**src/sv/csvtok_pkg.sv**
```systemverilog
package csvtok_pkg;

  localparam int DEF_MAX_TOKEN_SLOTS = 32;
  localparam int DEF_LINE_LIMIT      = 1024;
  localparam int DEF_SPACE_DEPTH     = 16;

  localparam int MAX_RESULTS     = 17;
  localparam int QUEUE_DEPTH     = 2;
  localparam int SPACE_CNT_W     = 9;
  localparam int SPACE_ADDR_W    = 8;
  localparam int TOKEN_OUT_W     = 5;
  localparam int RESULT_CNT_W    = 5;
  localparam int OUT_DATA_W      = 24;

  localparam logic [7:0] CH_BACKSLASH = 8'h5C;
  localparam logic [7:0] CH_COMMA     = 8'h2C;
  localparam logic [7:0] CH_HASH      = 8'h23;

  typedef enum logic [1:0] {
    MODE_GAP,
    MODE_FIELD,
    MODE_DONE
  } mode_t;

  // One request for the back end: buffered spaces, then up to two characters.
  typedef struct packed {
    logic [SPACE_CNT_W-1:0] nsp;
    logic [1:0]             nch;
    logic [7:0]             c1;
    logic [7:0]             c2;
    logic                   close;
    logic                   line_end;
    logic [TOKEN_OUT_W-1:0] tok_index;
    logic [TOKEN_OUT_W-1:0] tok_count;
    logic                   err;
  } job_t;

  typedef struct packed {
    logic                    en;
    logic [SPACE_ADDR_W-1:0] addr;
    logic [7:0]              data;
  } spbuf_wr_t;

endpackage

```
**src/sv/csvtok_front.sv**
```systemverilog
module csvtok_front #(
  parameter int MAX_TOKEN_SLOTS = csvtok_pkg::DEF_MAX_TOKEN_SLOTS,
  parameter int LINE_LIMIT      = csvtok_pkg::DEF_LINE_LIMIT,
  parameter int SPACE_DEPTH     = csvtok_pkg::DEF_SPACE_DEPTH
) (
  input  logic                  clk,
  input  logic                  rst,
  input  logic                  s_tvalid,
  output logic                  s_tready,
  input  logic [7:0]            s_tdata,
  input  logic                  s_tlast,
  input  logic                  q_full,
  output logic                  push,
  output csvtok_pkg::job_t      push_job,
  output csvtok_pkg::spbuf_wr_t buf_wr,
  input  logic                  flush_done
);

  localparam int TK_W = $clog2(MAX_TOKEN_SLOTS);
  localparam int SC_W = $clog2(SPACE_DEPTH + 1);
  localparam int LL_W = $clog2(LINE_LIMIT + 2);

  csvtok_pkg::mode_t mode, mode_next;
  logic              held, held_next;
  logic [SC_W-1:0]   sc, sc_next;
  logic [TK_W-1:0]   tokens, tokens_next;
  logic              seen, seen_next;
  logic [LL_W-1:0]   line_length, line_length_next;
  logic              err_seen, err_seen_next;
  logic              pend, pend_next;

  function automatic logic is_white(input logic [7:0] c);
    return c == 8'h20 || c == 8'h09 || c == 8'h0A || c == 8'h0D;
  endfunction

  assign s_tready = !q_full && !pend;

  always_comb begin
    logic              accept;
    logic [7:0]        c;
    logic [LL_W-1:0]   len_v;
    csvtok_pkg::mode_t mode_v;
    logic              held_v;
    logic [SC_W-1:0]   sc_v;
    logic [TK_W:0]     tok_v;
    logic              seen_v;
    logic              err_v;
    logic [1:0]        nch;
    logic              done_byte;
    logic              has_results;

    accept    = s_tvalid && s_tready;
    c         = s_tdata;
    push_job  = '0;
    push_job.tok_index = csvtok_pkg::TOKEN_OUT_W'(tokens);
    buf_wr    = '0;
    nch       = 2'd0;
    done_byte = 1'b0;
    mode_v    = mode;
    held_v    = held;
    sc_v      = sc;
    tok_v     = {1'b0, tokens};
    seen_v    = seen;
    err_v     = err_seen;

    len_v = line_length;
    if (len_v <= LL_W'(LINE_LIMIT)) begin
      len_v = len_v + 1'b1;
    end

    if (len_v > LL_W'(LINE_LIMIT)) begin
      if (mode != csvtok_pkg::MODE_DONE) begin
        err_v  = 1'b1;
        mode_v = csvtok_pkg::MODE_DONE;
        held_v = 1'b0;
        sc_v   = '0;
      end
    end else begin
      unique case (mode)
        csvtok_pkg::MODE_GAP: begin
          priority if (is_white(c)) begin
            seen_v = 1'b1;
          end else if (c == csvtok_pkg::CH_COMMA) begin
            if (seen) begin
              mode_v = csvtok_pkg::MODE_DONE;
            end
          end else if (c == csvtok_pkg::CH_HASH) begin
            mode_v = csvtok_pkg::MODE_DONE;
          end else begin
            mode_v = csvtok_pkg::MODE_FIELD;
            sc_v   = '0;
            if (c == csvtok_pkg::CH_BACKSLASH) begin
              held_v = 1'b1;
            end else begin
              push_job.c1 = c;
              nch = 2'd1;
            end
          end
        end
        csvtok_pkg::MODE_FIELD: begin
          if (held_v) begin
            held_v = 1'b0;
            nch    = 2'd1;
            if (c == csvtok_pkg::CH_COMMA) begin
              push_job.c1 = csvtok_pkg::CH_COMMA;
              done_byte   = 1'b1;
            end else begin
              push_job.c1 = csvtok_pkg::CH_BACKSLASH;
            end
          end
          if (!done_byte) begin
            priority if (c == csvtok_pkg::CH_BACKSLASH) begin
              push_job.nsp = csvtok_pkg::SPACE_CNT_W'(sc_v);
              sc_v   = '0;
              held_v = 1'b1;
            end else if (c == csvtok_pkg::CH_COMMA) begin
              push_job.close = 1'b1;
              tok_v  = tok_v + 1'b1;
              sc_v   = '0;
              seen_v = 1'b0;
              mode_v = (tok_v >= (TK_W+1)'(MAX_TOKEN_SLOTS - 1)) ?
                       csvtok_pkg::MODE_DONE : csvtok_pkg::MODE_GAP;
            end else if (is_white(c)) begin
              if (sc_v < SC_W'(SPACE_DEPTH)) begin
                buf_wr.en   = 1'b1;
                buf_wr.addr = csvtok_pkg::SPACE_ADDR_W'(sc_v);
                buf_wr.data = c;
                sc_v = sc_v + 1'b1;
              end else begin
                err_v = 1'b1;
              end
            end else begin
              push_job.nsp = csvtok_pkg::SPACE_CNT_W'(sc_v);
              sc_v = '0;
              if (nch == 2'd0) begin
                push_job.c1 = c;
              end else begin
                push_job.c2 = c;
              end
              nch = nch + 2'd1;
            end
          end
        end
        csvtok_pkg::MODE_DONE: begin
        end
        default: begin
        end
      endcase
    end

    if (s_tlast) begin
      if (mode_v == csvtok_pkg::MODE_FIELD) begin
        if (held_v) begin
          held_v = 1'b0;
          if (nch == 2'd0) begin
            push_job.c1 = csvtok_pkg::CH_BACKSLASH;
          end else begin
            push_job.c2 = csvtok_pkg::CH_BACKSLASH;
          end
          nch = nch + 2'd1;
        end
        push_job.close = 1'b1;
        tok_v = tok_v + 1'b1;
      end
      push_job.line_end  = 1'b1;
      push_job.tok_count = csvtok_pkg::TOKEN_OUT_W'(tok_v);
      push_job.err       = err_v;
      mode_v = csvtok_pkg::MODE_GAP;
      held_v = 1'b0;
      sc_v   = '0;
      tok_v  = '0;
      seen_v = 1'b0;
      len_v  = '0;
      err_v  = 1'b0;
    end
    push_job.nch = nch;

    has_results = (nch != 2'd0) || (push_job.nsp != '0) || push_job.close ||
                  push_job.line_end;
    push      = accept && has_results;
    buf_wr.en = buf_wr.en && accept;

    mode_next        = mode;
    held_next        = held;
    sc_next          = sc;
    tokens_next      = tokens;
    seen_next        = seen;
    line_length_next = line_length;
    err_seen_next    = err_seen;
    if (accept) begin
      mode_next        = mode_v;
      held_next        = held_v;
      sc_next          = sc_v;
      tokens_next      = tok_v[TK_W-1:0];
      seen_next        = seen_v;
      line_length_next = len_v;
      err_seen_next    = err_v;
    end

    pend_next = pend;
    if (flush_done) begin
      pend_next = 1'b0;
    end
    if (push && push_job.nsp != '0) begin
      pend_next = 1'b1;
    end
  end

  always_ff @(posedge clk) begin
    if (rst) begin
      mode        <= csvtok_pkg::MODE_GAP;
      held        <= 1'b0;
      sc          <= '0;
      tokens      <= '0;
      seen        <= 1'b0;
      line_length <= '0;
      err_seen    <= 1'b0;
      pend        <= 1'b0;
    end else begin
      mode        <= mode_next;
      held        <= held_next;
      sc          <= sc_next;
      tokens      <= tokens_next;
      seen        <= seen_next;
      line_length <= line_length_next;
      err_seen    <= err_seen_next;
      pend        <= pend_next;
    end
  end

endmodule

```
**src/sv/csvtok_queue.sv**
```systemverilog
module csvtok_queue (
  input  logic             clk,
  input  logic             rst,
  input  logic             push,
  input  csvtok_pkg::job_t push_job,
  output logic             full,
  input  logic             pop,
  output logic             pop_valid,
  output csvtok_pkg::job_t pop_job
);

  localparam int QP_W = (csvtok_pkg::QUEUE_DEPTH > 1) ? $clog2(csvtok_pkg::QUEUE_DEPTH) : 1;
  localparam int QC_W = $clog2(csvtok_pkg::QUEUE_DEPTH + 1);

  csvtok_pkg::job_t entries [csvtok_pkg::QUEUE_DEPTH];
  logic [QP_W-1:0]  wr_ptr, rd_ptr;
  logic [QC_W-1:0]  count;
  logic             do_push, do_pop;

  assign full      = count == QC_W'(csvtok_pkg::QUEUE_DEPTH);
  assign pop_valid = count != '0;
  assign pop_job   = entries[rd_ptr];
  assign do_push   = push && !full;
  assign do_pop    = pop && pop_valid;

  always_ff @(posedge clk) begin
    if (do_push) begin
      entries[wr_ptr] <= push_job;
    end
  end

  always_ff @(posedge clk) begin
    if (rst) begin
      wr_ptr <= '0;
      rd_ptr <= '0;
      count  <= '0;
    end else begin
      if (do_push) begin
        wr_ptr <= (wr_ptr == QP_W'(csvtok_pkg::QUEUE_DEPTH - 1)) ? '0 : wr_ptr + 1'b1;
      end
      if (do_pop) begin
        rd_ptr <= (rd_ptr == QP_W'(csvtok_pkg::QUEUE_DEPTH - 1)) ? '0 : rd_ptr + 1'b1;
      end
      if (do_push && !do_pop) begin
        count <= count + 1'b1;
      end else if (do_pop && !do_push) begin
        count <= count - 1'b1;
      end
    end
  end

endmodule

```
**src/sv/csvtok_back.sv**
```systemverilog
module csvtok_back #(
  parameter int SPACE_DEPTH = csvtok_pkg::DEF_SPACE_DEPTH
) (
  input  logic                                 clk,
  input  logic                                 rst,
  input  logic                                 q_valid,
  output logic                                 q_pop,
  input  csvtok_pkg::job_t                     q_job,
  input  csvtok_pkg::spbuf_wr_t                buf_wr,
  output logic                                 flush_done,
  output logic                                 m_tvalid,
  input  logic                                 m_tready,
  output logic [csvtok_pkg::OUT_DATA_W-1:0]    m_tdata,
  output logic                                 m_tuser,
  output logic                                 m_tlast
);

  localparam int SA_W = (SPACE_DEPTH > 1) ? $clog2(SPACE_DEPTH) : 1;
  localparam int RC_W = csvtok_pkg::RESULT_CNT_W;
  localparam int SN_W = csvtok_pkg::SPACE_CNT_W;
  localparam int TO_W = csvtok_pkg::TOKEN_OUT_W;

  logic [7:0] spbuf [SPACE_DEPTH];
  logic [7:0] rd_data;

  logic             job_valid;
  csvtok_pkg::job_t job;
  logic [RC_W-1:0]  kept, n, k;

  logic             s1_valid;
  logic             s1_space, s1_tend, s1_le, s1_err, s1_last, s1_has;
  logic [7:0]       s1_ch;
  logic [TO_W-1:0]  s1_idx, s1_cnt;

  logic             o_has, o_tend, o_le, o_err, o_last;
  logic [7:0]       o_ch;
  logic [TO_W-1:0]  o_idx, o_cnt;

  logic             out_free, s1_move, s1_free, gen_fire, gen_last;
  logic [SN_W:0]    sum;
  logic [RC_W-1:0]  kept_new, n_new;
  logic             g_space, g_has, g_first;

  always_comb begin
    out_free   = !m_tvalid || m_tready;
    s1_move    = s1_valid && out_free;
    s1_free    = !s1_valid || s1_move;
    gen_fire   = job_valid && s1_free;
    gen_last   = k == (n - 1'b1);
    q_pop      = q_valid && (!job_valid || (gen_fire && gen_last));
    flush_done = gen_fire && gen_last && (job.nsp != '0);

    sum      = {1'b0, q_job.nsp} + (SN_W+1)'(q_job.nch);
    kept_new = (sum > (SN_W+1)'(csvtok_pkg::MAX_RESULTS)) ?
               RC_W'(csvtok_pkg::MAX_RESULTS) : sum[RC_W-1:0];
    n_new    = (kept_new != '0) ? kept_new : RC_W'(1);

    g_space = SN_W'(k) < job.nsp;
    g_has   = k < kept;
    g_first = SN_W'(k) == job.nsp;
  end

  always_ff @(posedge clk) begin
    if (buf_wr.en) begin
      spbuf[buf_wr.addr[SA_W-1:0]] <= buf_wr.data;
    end
    if (gen_fire && g_space) begin
      rd_data <= spbuf[SA_W'(k)];
    end
  end

  always_ff @(posedge clk) begin
    if (q_pop) begin
      job  <= q_job;
      kept <= kept_new;
      n    <= n_new;
      k    <= '0;
    end else if (gen_fire) begin
      k <= k + 1'b1;
    end
    if (gen_fire) begin
      s1_space <= g_space;
      s1_has   <= g_has;
      s1_ch    <= g_has ? (g_first ? job.c1 : job.c2) : 8'h00;
      s1_tend  <= gen_last && job.close;
      s1_le    <= gen_last && job.line_end;
      s1_cnt   <= (gen_last && job.line_end) ? job.tok_count : '0;
      s1_err   <= gen_last && job.line_end && job.err;
      s1_last  <= gen_last;
      s1_idx   <= job.tok_index;
    end
    if (s1_move) begin
      o_has  <= s1_has;
      o_ch   <= s1_space ? rd_data : s1_ch;
      o_idx  <= s1_idx;
      o_tend <= s1_tend;
      o_le   <= s1_le;
      o_cnt  <= s1_cnt;
      o_err  <= s1_err;
      o_last <= s1_last;
    end
  end

  always_ff @(posedge clk) begin
    if (rst) begin
      job_valid <= 1'b0;
      s1_valid  <= 1'b0;
      m_tvalid  <= 1'b0;
    end else begin
      if (q_pop) begin
        job_valid <= 1'b1;
      end else if (gen_fire && gen_last) begin
        job_valid <= 1'b0;
      end
      if (gen_fire) begin
        s1_valid <= 1'b1;
      end else if (s1_move) begin
        s1_valid <= 1'b0;
      end
      if (s1_move) begin
        m_tvalid <= 1'b1;
      end else if (m_tready) begin
        m_tvalid <= 1'b0;
      end
    end
  end

  assign m_tdata = {3'b000, o_last, o_err, o_cnt, o_tend, o_idx, o_ch};
  assign m_tuser = o_has;
  assign m_tlast = o_le;

endmodule

```
**src/sv/csv_line_tokenizer_unit.sv**
```systemverilog
// Comma-separated line tokenizer.
// The input stream carries one byte of a line per request in s_tdata, with
// s_tlast on the final byte of the line. The output stream carries one result
// per request: m_tuser says m_tdata holds a token character, and m_tlast marks
// the last result of a line, which also carries the token count and error flag.
// A front end classifies each byte, keeps the per-line state and writes trailing
// whitespace into a small buffer; a two-entry queue hands its work to a back end
// that produces the results from that buffer and the queued bytes, one per
// cycle while the receiver accepts them. A byte is accepted every cycle while
// the queue has room. A byte that releases buffered whitespace blocks input
// until the back end has produced the last result of that byte.
// A byte's results pass from the queue through the job register and the s1
// stage to the output register.
// When the receiver stalls, the output register and the stage behind it hold,
// the queue fills, and s_tready drops; nothing is lost.
// Reset clears all line state and the queue; the whitespace buffer is not
// cleared, and only entries written in the current field are read.
module csv_line_tokenizer_unit #(
  parameter int MAX_TOKEN_SLOTS = csvtok_pkg::DEF_MAX_TOKEN_SLOTS,
  parameter int LINE_LIMIT      = csvtok_pkg::DEF_LINE_LIMIT,
  parameter int SPACE_DEPTH     = csvtok_pkg::DEF_SPACE_DEPTH
) (
  input  logic                              clk,
  input  logic                              rst,
  input  logic                              s_tvalid,
  output logic                              s_tready,
  input  logic [7:0]                        s_tdata,   // in_char
  input  logic                              s_tlast,
  output logic                              m_tvalid,
  input  logic                              m_tready,
  // out_char[7:0], token_index[12:8], token_end[13], token_count[18:14],
  // error_flag[19], last_result[20], zero[23:21]
  output logic [csvtok_pkg::OUT_DATA_W-1:0] m_tdata,
  output logic                              m_tuser,   // has_char
  output logic                              m_tlast
);

  logic                  q_full, push, q_valid, q_pop, flush_done;
  csvtok_pkg::job_t      push_job, q_job;
  csvtok_pkg::spbuf_wr_t buf_wr;

  csvtok_front #(
    .MAX_TOKEN_SLOTS(MAX_TOKEN_SLOTS),
    .LINE_LIMIT(LINE_LIMIT),
    .SPACE_DEPTH(SPACE_DEPTH)
  ) u_front (
    .clk(clk),
    .rst(rst),
    .s_tvalid(s_tvalid),
    .s_tready(s_tready),
    .s_tdata(s_tdata),
    .s_tlast(s_tlast),
    .q_full(q_full),
    .push(push),
    .push_job(push_job),
    .buf_wr(buf_wr),
    .flush_done(flush_done)
  );

  csvtok_queue u_queue (
    .clk(clk),
    .rst(rst),
    .push(push),
    .push_job(push_job),
    .full(q_full),
    .pop(q_pop),
    .pop_valid(q_valid),
    .pop_job(q_job)
  );

  csvtok_back #(
    .SPACE_DEPTH(SPACE_DEPTH)
  ) u_back (
    .clk(clk),
    .rst(rst),
    .q_valid(q_valid),
    .q_pop(q_pop),
    .q_job(q_job),
    .buf_wr(buf_wr),
    .flush_done(flush_done),
    .m_tvalid(m_tvalid),
    .m_tready(m_tready),
    .m_tdata(m_tdata),
    .m_tuser(m_tuser),
    .m_tlast(m_tlast)
  );

endmodule

```
**config.mk**
```make
export PLATFORM = sky130hd
export DESIGN_NAME = csv_line_tokenizer_unit
export DESIGN_NICKNAME = d
export VERILOG_FILES = /design/src/sv/csvtok_pkg.sv /design/src/sv/csvtok_front.sv /design/src/sv/csvtok_queue.sv /design/src/sv/csvtok_back.sv /design/src/sv/csv_line_tokenizer_unit.sv
export SDC_FILE = /design/constraint.sdc
export NUM_CORES = 1
export LEC_CHECK = 0
export BUFFER_PORTS_ARGS = -buffer_cell sky130_fd_sc_hd__buf_4
export CORE_MARGIN = 4
export CORE_UTILIZATION = 60
export DETAILED_ROUTE_END_ITERATION = 10
export PLACE_DENSITY = 0.75
export SLEW_MARGIN = 0
export SYNTH_ARGS = -nofsm -noshare
export SYNTH_HDL_FRONTEND = slang
export SYNTH_HIERARCHICAL = 1
export SYNTH_SLANG_ARGS = --single-unit
export TNS_END_PERCENT = 20
```
**constraint.sdc**
```tcl
create_clock -name clk -period 7.55 [get_ports clk]
set_input_delay 0.3775 -clock clk [delete_from_list [all_inputs] [get_ports clk]]
set_output_delay 0.3775 -clock clk [all_outputs]
set_load 0.005 [all_outputs]
```
==> qor.csv <==
stage,metric,value,unit
clock_network,"Hold-fix buffers, CTS",0,
sta,Final Hold Fails,0,
placement,Placed Instance Area,0.0158,mm2
global_routing,Total GRT Usage,0.219,
clock_network,post-CTS resize count,0,
placement,GPL Wtd Cong,0.867,
critical_path,Critical Path RT,7700,ps
clock_network,clock sinks,351,
global_routing,vias in the first global route,8710,
global_routing,largest net degree at the start of global routing,50,
final_layout,Area Overhead vs Synth,10.8,%
floorplan,I/O pin cnt,41,
detailed_routing,via count,8955,
pwr,maximum vdd drop,0.178,mV
final_layout,area of the multi-input gates,0.00472,mm2
critical_path,crit path launch type,flip-flop,
sta,crit share post-route,0.630,
clock_network,postcts setup bufs,0,
detailed_routing,DRT iter0 DRCs,915,
detailed_routing,average routed wire per standard cell,21.2,um
critical_path,CP max stage cell,nor3_1,
sta,clock skew,19.4,ps
worst_hold_path,Worst Hold Class,in2reg,
final_layout,sequential cell area,0.0101,mm2
placement,PortBufs,37,
clock_network,clock buffer depth,3,
global_routing,total gr overflow,0,
yosys,synthesized area,0.0153,mm2
global_routing,initial antenna violation count,0,
clock_network,H-tree depth,2,
sta,RSZ-0062 raised after global routing,false,
clock_network,root buffer cell,clkbuf_16,
final_layout,# diodes,0,
sta,Setup TNS,0,ps
sta,endpoints failing setup,0,
pwr,Static Leak,5.76,nW
floorplan,standard-cell rows,58,
yosys,Synth Instances,1057,
global_routing,first-pass GRT wire length,48.2,mm
sta,Fmax,0.210,GHz
final_layout,Final Cell Area,0.0169,mm2
detailed_routing,drt drc,0,
sta,Worst-Margin Slew,1250,ps
clock_network,CTS tree,yes,
clock_network,total CTS buffers,35,
critical_path,"slowest stage delay, CP",810,ps
final_layout,# fillers,1708,
critical_path,CP Cell Sequence,inv_1 > ha_1 > or4b_4 > o21a_1 > or4_1 > a21o_1 > o31ai_2 > buf_4 > nand2b_1 > nor3_1 > or3b_2 > nor3_1,
pwr,Power Density,312,mW/mm2
detailed_routing,first-pass detailed-route iteration total,7,
critical_path,CP most frequent cell,nor3_1,
yosys,syn_area_per_cell,14.4,um2
sta,Pins Over Slew Limit,0,
floorplan,Chip Width,168,um
clock_network,worst skew pair latency,530,ps
detailed_routing,vias per inst,6.19,
final_layout,nets@finish,1128,
yosys,Ys Warns,6,
pwr,Design Power,5.27,mW
critical_path,CP arrival,4900,ps
clock_network,clk slew on worst S/H paths,60,ps
sta,Rel. slew slack,0.161,
floorplan,DIE HEIGHT,168,um
critical_path,CP endpoint kind,flip-flop,
critical_path,WS Path Type,reg2reg,
floorplan,Core ar.,0.0251,mm2
placement,dpl hpwl,19.8,mm
status,status,"complete, no violations",
detailed_routing,post-route ant nets,0,
floorplan,Initial Util,0.608,
critical_path,CP Max Fanout,24,
final_layout,layout cells sized above 1,0.179,
run,max_cap viols,0,
sta,crit path time final,4760,ps
floorplan,die area,0.0281,mm2
detailed_routing,Post-Route WL,30.7,mm
[layout make-up]
cell class / count / share of cell area
clock buffer: 44 / 0.0556
clock inverter: 17 / 0.0116
inverter: 32 / 0.00710
multi-input combinational: 620 / 0.279
sequential: 351 / 0.599
tap: 330 / 0.0244
timing repair buffer: 52 / 0.0231
[flip-flops by register name (all words and copies together) (netlist names), 8 cells and up, named ones only]
register and cells:
u_back/rd_data 8, u_back/spbuf 128, u_back/o_ch 8, u_front/line_length 11, u_back/s1_ch 8, u_queue/entries 80
u_back/job 38
[stage by stage]
| stage | worst slack, ps | util | instances | hold WS (ps) |
|---|---|---|---|---|
| finish | 2790 | 0.674 | 1446 | 226 |
| global route | 2400 | 0.674 | 1446 | 198 |
| CTS | 2790 | 0.674 | 1446 | 188 |
| detailed placement | 2860 | 0.629 | 1385 | 405 |
| global placement | 2920 | 0.629 | 1385 | 401 |
| floorplan | 1660 | - | 1065 | 400 |
[worst max-delay path: cells and delay by family, from the launching register on]
kind | cells | cell delay, ps
AOI/OAI and AO/OA | 3 | 570
and+or+nand+nor | 6 | 2900
buffers and inverters | 2 | 380
adders and majority gates | 1 | 140
DFF | 1 | 380
[layer usage]
layer,GRT usage,up-vias,share of wire
li1,-,4117,-
met1,0.318,4463,0.43
met2,0.341,313,0.48
met3,0.0415,62,0.065
met4,0.0685,0,0.027
met5,0,-,0
[cell usage in the layout (no fill, tap or decap), types with 27 or more instances in the layout]
cell and n:
mux4_2 32, mux2_2 48, a21oi_1 51, nor2_1 79, buf_4 52, inv_1 32
edfxtp_1 311, and2_1 27, o21ai_0 27, nand2_1 35, clkbuf_16 36, dfxtp_1 39
[path summary, 6_finish.rpt]
| path | from | to | slack (ps) | cells after the start |
|---|---|---|---|---|
| setup / recovery | u_front/line_length[0]$_SDFFE_PP0P_ | u_back/spbuf[0][6]$_DFFE_PP_ | 2790 | 12 |
| hold / removal | m_tready | u_back/m_tvalid$_SDFFE_PP0P_ | 230 | 4 |
| hold reg to reg | u_back/job[10]$_DFFE_PP_ | u_back/s1_idx[4]$_DFFE_PP_ | 410 | 0 |
| setup reg to reg | u_front/line_length[0]$_SDFFE_PP0P_ | u_back/spbuf[0][6]$_DFFE_PP_ | 2790 | 12 |
[power breakdown]
part	internal (mW)	leakage (nW)	switching (mW)
combinational	0.385	2.16	0.580
sequential	2.50	3.05	0.100
clock	1.02	0.555	0.691
Power figures use the tool's default switching activity.
